==> config.mk <==
export PLATFORM = sky130hd
export DESIGN_NAME = dpbtb_cell
export DESIGN_NICKNAME = d
export VERILOG_FILES = /design/src/rtl/dual_port_branch_target_buffer_core_assert.svh /design/src/rtl/dpbtb_pkg.sv /design/src/rtl/dpbtb_cell.sv
export SDC_FILE = /design/constraint.sdc
export NUM_CORES = 1
export LEC_CHECK = 0
export BUFFER_PORTS_ARGS = -buffer_cell sky130_fd_sc_hd__buf_2
export CORE_AREA = 2 2 191 193
export DETAILED_ROUTE_END_ITERATION = 16
export DIE_AREA = 0 0 193 195
export PLACE_DENSITY = 0.66
export SETUP_SLACK_MARGIN = 0.02
export SYNTH_ARGS = -nofsm -noshare
export SYNTH_HDL_FRONTEND = slang
export SYNTH_SLANG_ARGS = --single-unit
export TNS_END_PERCENT = 20
==> constraint.sdc <==
create_clock -name clock -period 11.7 [get_ports clock]
set_input_delay 1.755 -clock clock [delete_from_list [all_inputs] [get_ports clock]]
set_output_delay 1.755 -clock clock [all_outputs]
set_load 0.03 [all_outputs]
==> src/rtl/dual_port_branch_target_buffer_core_assert.svh <==
// assertion macros for the branch target buffer
`ifndef DUAL_PORT_BRANCH_TARGET_BUFFER_CORE_ASSERT_SVH
`define DUAL_PORT_BRANCH_TARGET_BUFFER_CORE_ASSERT_SVH

// condition holds at every edge out of reset
`define DPBTB_ASSERT_ALWAYS(label, cond) \
   label: assert property (@(posedge clock) disable iff (reset) (cond)) \
      else $error("dpbtb: invariant violated");

// consequent holds in the same cycle as the antecedent
`define DPBTB_ASSERT_IMPLY(label, ante, cons) \
   label: assert property (@(posedge clock) disable iff (reset) (ante) |-> (cons)) \
      else $error("dpbtb: implication violated");

`endif

==> src/rtl/dpbtb_pkg.sv <==
`default_nettype none

package dpbtb_pkg;

   localparam int unsigned EntriesDefault = 16;
   localparam int unsigned AddrWidth      = 32;
   localparam int unsigned WordWidth      = 30;

   typedef logic [AddrWidth-1:0] addr_type;
   typedef logic [WordWidth-1:0] word_type;

   // one beat travelling down the row of entries
   typedef struct packed {
      logic     valid;
      word_type look_a;
      word_type look_b;
      logic     hit_a;
      word_type tgt_a;
      logic     hit_b;
      word_type tgt_b;
      logic     pend_a;
      word_type wb_key_a;
      word_type wb_val_a;
      logic     pend_b;
      word_type wb_key_b;
      word_type wb_val_b;
   } token_type;

   function automatic word_type to_word(addr_type addr);
      return addr[AddrWidth-1:AddrWidth-WordWidth];
   endfunction

endpackage

`default_nettype wire

==> src/rtl/dpbtb_cell.sv <==
`default_nettype none

module dpbtb_cell (
   input  wire logic                clock,
   input  wire logic                reset,
   input  wire logic                advance,
   input  wire dpbtb_pkg::token_type tok_in,
   output dpbtb_pkg::token_type      tok_out,
   output logic                     used
);
   import dpbtb_pkg::*;

   logic      used_ff;
   logic      used_in;
   word_type  branch_ff;
   word_type  branch_in;
   word_type  target_ff;
   word_type  target_in;
   token_type tok_ff;
   token_type tok_in_next;

   always_comb begin
      tok_in_next = tok_in;
      used_in     = used_ff;
      branch_in   = branch_ff;
      target_in   = target_ff;
      if (tok_in.valid) begin
         // lookups see the entry as it was before this beat's commits
         if (!tok_in.hit_a && used_ff && (branch_ff == tok_in.look_a)) begin
            tok_in_next.hit_a = 1'b1;
            tok_in_next.tgt_a = target_ff;
         end
         if (!tok_in.hit_b && used_ff && (branch_ff == tok_in.look_b)) begin
            tok_in_next.hit_b = 1'b1;
            tok_in_next.tgt_b = target_ff;
         end
         // used entries form a prefix, so the first free cell is past every match
         if (tok_in.pend_a) begin
            if (used_in && (branch_in == tok_in.wb_key_a)) begin
               target_in          = tok_in.wb_val_a;
               tok_in_next.pend_a = 1'b0;
            end else if (!used_in) begin
               used_in            = 1'b1;
               branch_in          = tok_in.wb_key_a;
               target_in          = tok_in.wb_val_a;
               tok_in_next.pend_a = 1'b0;
            end
         end
         if (tok_in.pend_b) begin
            if (used_in && (branch_in == tok_in.wb_key_b)) begin
               target_in          = tok_in.wb_val_b;
               tok_in_next.pend_b = 1'b0;
            end else if (!used_in) begin
               used_in            = 1'b1;
               branch_in          = tok_in.wb_key_b;
               target_in          = tok_in.wb_val_b;
               tok_in_next.pend_b = 1'b0;
            end
         end
      end
   end

   always_ff @(posedge clock) begin
      if (reset) begin
         used_ff      <= 1'b0;
         tok_ff.valid <= 1'b0;
      end else if (advance) begin
         used_ff <= used_in;
         tok_ff  <= tok_in_next;
      end
   end

   always_ff @(posedge clock) begin
      if (advance) begin
         branch_ff <= branch_in;
         target_ff <= target_in;
      end
   end

   assign tok_out = tok_ff;
   assign used    = used_ff;

endmodule

`default_nettype wire

==> results.md <==
- Reg2Reg Depth: 7
- Row cnt: about 70
- Yosys warns: 0
- Final hold vios: 0
- CTS tree: yes
- Post-layout util: about half
- Syn Area/Cell: approximately 16 um^2
- Initial antenna violation count: 4
- Synth Cell Area: roughly 13000 um^2
- Post-route cell area: 17300 um^2
- Mapped Cells: between 800 and 900
- Period minus WS final: 4.65 ns
- # setup viols final: 0
- Seq/Total Area, Yosys: between 60% and 70%
- CORE AREA: ~35000 um^2
- Ports: between 400 and 500
- Nature of the critical path startpoint: input pin
- Clk slew on worst S/H paths: roughly 0.06 ns
- Unrepaired setup endpoints after global routing: false
- Die W: approximately 190 um
- Initial drt markers: about 750
- Final-stage net count: around 1600
- WL/cell: about 24 um
- Area Overhead vs Synth: 30.2%
- Bufs and invs on worst path: 2
- Post-CTS sizing: 0
- Initial DRT Pass Iterations: 7
- GRT Total Usage: ~22%
- Commonest register cell after synthesis: edfxtp_1
- Setup slack at placement: 6.60 ns
- DRC viols: 0
- Worst-Margin Slew: about 1.2 ns
- Pins Over Slew Limit: 0
- Detail Placement HPWL: roughly 33 mm
- Number of routed nets with antenna violations: 0
- Dpl cell area: 16200 um^2
- Vias in the first global route: roughly 9000
- Period utilisation layout: 39.8%
- FFs w/ async S/R, synth: 0%
- Overflow after GRT: 0
- CTS Root Buffer Type: clkbuf_16
- Crit Path Class: input pin to flip-flop
- Max incr delay on CP: about 0.95 ns
- Ratio of cells with drive above 1 in the final layout: just under 50%
- Worst path depth: 9
- Clock Latency Late Sink: 0.52 ns
- Leakage: 6.94 nW
- P per Cell Area: about 160 nW/um^2
- Slowest cell on crit path: nor2b_4
- Synthesized net count: approximately 1100
- Num CTS Buffers: 34
- Critical path required time: 11.95 ns
- Family with the most delay on the worst path: simple AND/OR/NAND/NOR gates
- CP cell instances: buf_2 > nor2b_4 > nand4_1 > a222oi_1 > o2111ai_1 > nor4_2 > a21oi_4 > buf_4 > mux2_4
- Pin count of the biggest net entering global routing: 82
- Post-synth cell types: 50
- Die Ht: 195 um
- Crit. End Element: flip-flop
- Clock Path Buffers: 3
- Register bit total from synthesis: roughly 310
- Global-route wire length before repair: roughly 60 mm
- Count leader, synth: edfxtp_1
- HP Class: flip-flop to flip-flop
- Slack of the critical path: 7.05 ns
- Starting density of the core: 37.6%
- Max VDD drop: between 0.0001 and 0.00015 V
- Post-CTS setup buffer count: 0
- Max Cap Viol: 0
- Post-synth EDFFs: between 300 and 400
- Hold slack: 0.529 ns
- Num Clock Sinks: approximately 300
- Hold buffer count at CTS: 0
- Max frequency: between 200 and 250 MHz
- Setup TNS: 0 ns
- Max Fanout on Critical Path: 45
- Hold depth: 2
- Routability cong.: roughly 0.94
- Area fraction of the dominant cell type after synthesis: between 60 and 70%
- PortBufs: 493
- Die area: 37600 um^2
- Synth top cells by count: edfxtp_1 (304), mux2_2 (86), xor2_1 (65)
- Critical Path AT: between 4 and 5 ns
- Rel. slew slack: roughly 23%
- FILL cells: between 3000 and 4000
- Ranking of synthesized cells by area: edfxtp_1 (69%), mux2_2 (7.3%), xor2_1 (4.3%)
- Routed vias/inst: approximately 5
- Total vias in the final route: between 9000 and 10000
- H-tree depth: 2
- Fin Clk Skew: 0.0161 ns
- Routed WL: 43.0 mm
- Cell taking the most area after synthesis: edfxtp_1
- Status: complete, no violations
-- cell families after synthesis --
kind of cell	synth area share [%]
flops	68.9
mux	11.4
buf+inv	2.59
simple gates	5.46
xor+xnor	7.50
compound gates	4.15
-- per-stage QoR --
step,instances,power (mW)
final,1829,2.81
after global routing,1828,2.90
after CTS,1825,2.83
after detailed placement,1763,1.76
after global placement,1763,1.76
after floorplan,851,1.60
-- area by class of cell --
cell class,count,area [um^2],area share (%)
antenna,4,10.0,0.0578
clock buffer,38,866,5.00
clock inverter,24,249,1.44
inverter,27,101,0.585
multi-input combinational,469,3840,22.2
sequential,306,9170,52.9
tap,461,577,3.33
timing repair buffer,500,2520,14.5
-- state kept, by name (all words and copies together), names as in the netlist --
signal     count
tok_out      245
branch_ff     30
target_ff     30
used           1
-- report_power, final --
group	switching [mW]	internal (mW)	total [mW]	leakage [nW]
Sequential	0.0361	1.29	1.33	2.87
Clock	0.442	0.629	1.07	0.538
Combinational	0.271	0.142	0.413	3.53
-- worst paths after layout --
check | to | slack (ns) | from
worst max-delay path | target_ff[29]$_DFFE_PP_ | 7.05 | tok_in[121]
worst min-delay path | tok_out[244]$_SDFFE_PP0P_ | 0.53 | tok_out[244]$_SDFFE_PP0P_
worst max register to register | target_ff[0]$_DFFE_PP_ | 7.84 | branch_ff[26]$_DFFE_PP_
worst min register to register | tok_out[244]$_SDFFE_PP0P_ | 0.53 | tok_out[244]$_SDFFE_PP0P_
-- tightest hold or removal path, delay by kind of cell (launching register included) --
kind,cells,cell delay (ns)
AOI/OAI and AO/OA,1,0.07
DFF,1,0.33
and+or+nand+nor,1,0.10
-- cell usage in the layout (no fill, tap or decap), types with 17 or more instances in the layout --
cell,Yosys,final
buf_2,13,493
inv_1,27,27
mux2_4,30,30
nand2_1,52,51
edfxtp_1,304,304
nor4_1,19,17
xor2_1,65,65
mux2_2,86,86
nor2_1,34,33
a31oi_1,21,21
clkbuf_16,0,34
xnor2_1,49,49
-- per-layer routing --
layer / wire length (um) / global-route usage, % / vias to the layer above
met3: 3550 / 4.22 / 50
met5: 0 / 0 / -
li1: - / - / 4174
met2: 20900 / 35.9 / 444
met4: 850 / 5.70 / 0
met1: 17800 / 29.2 / 4601
Note: power is estimated with default switching activity, not from simulation.
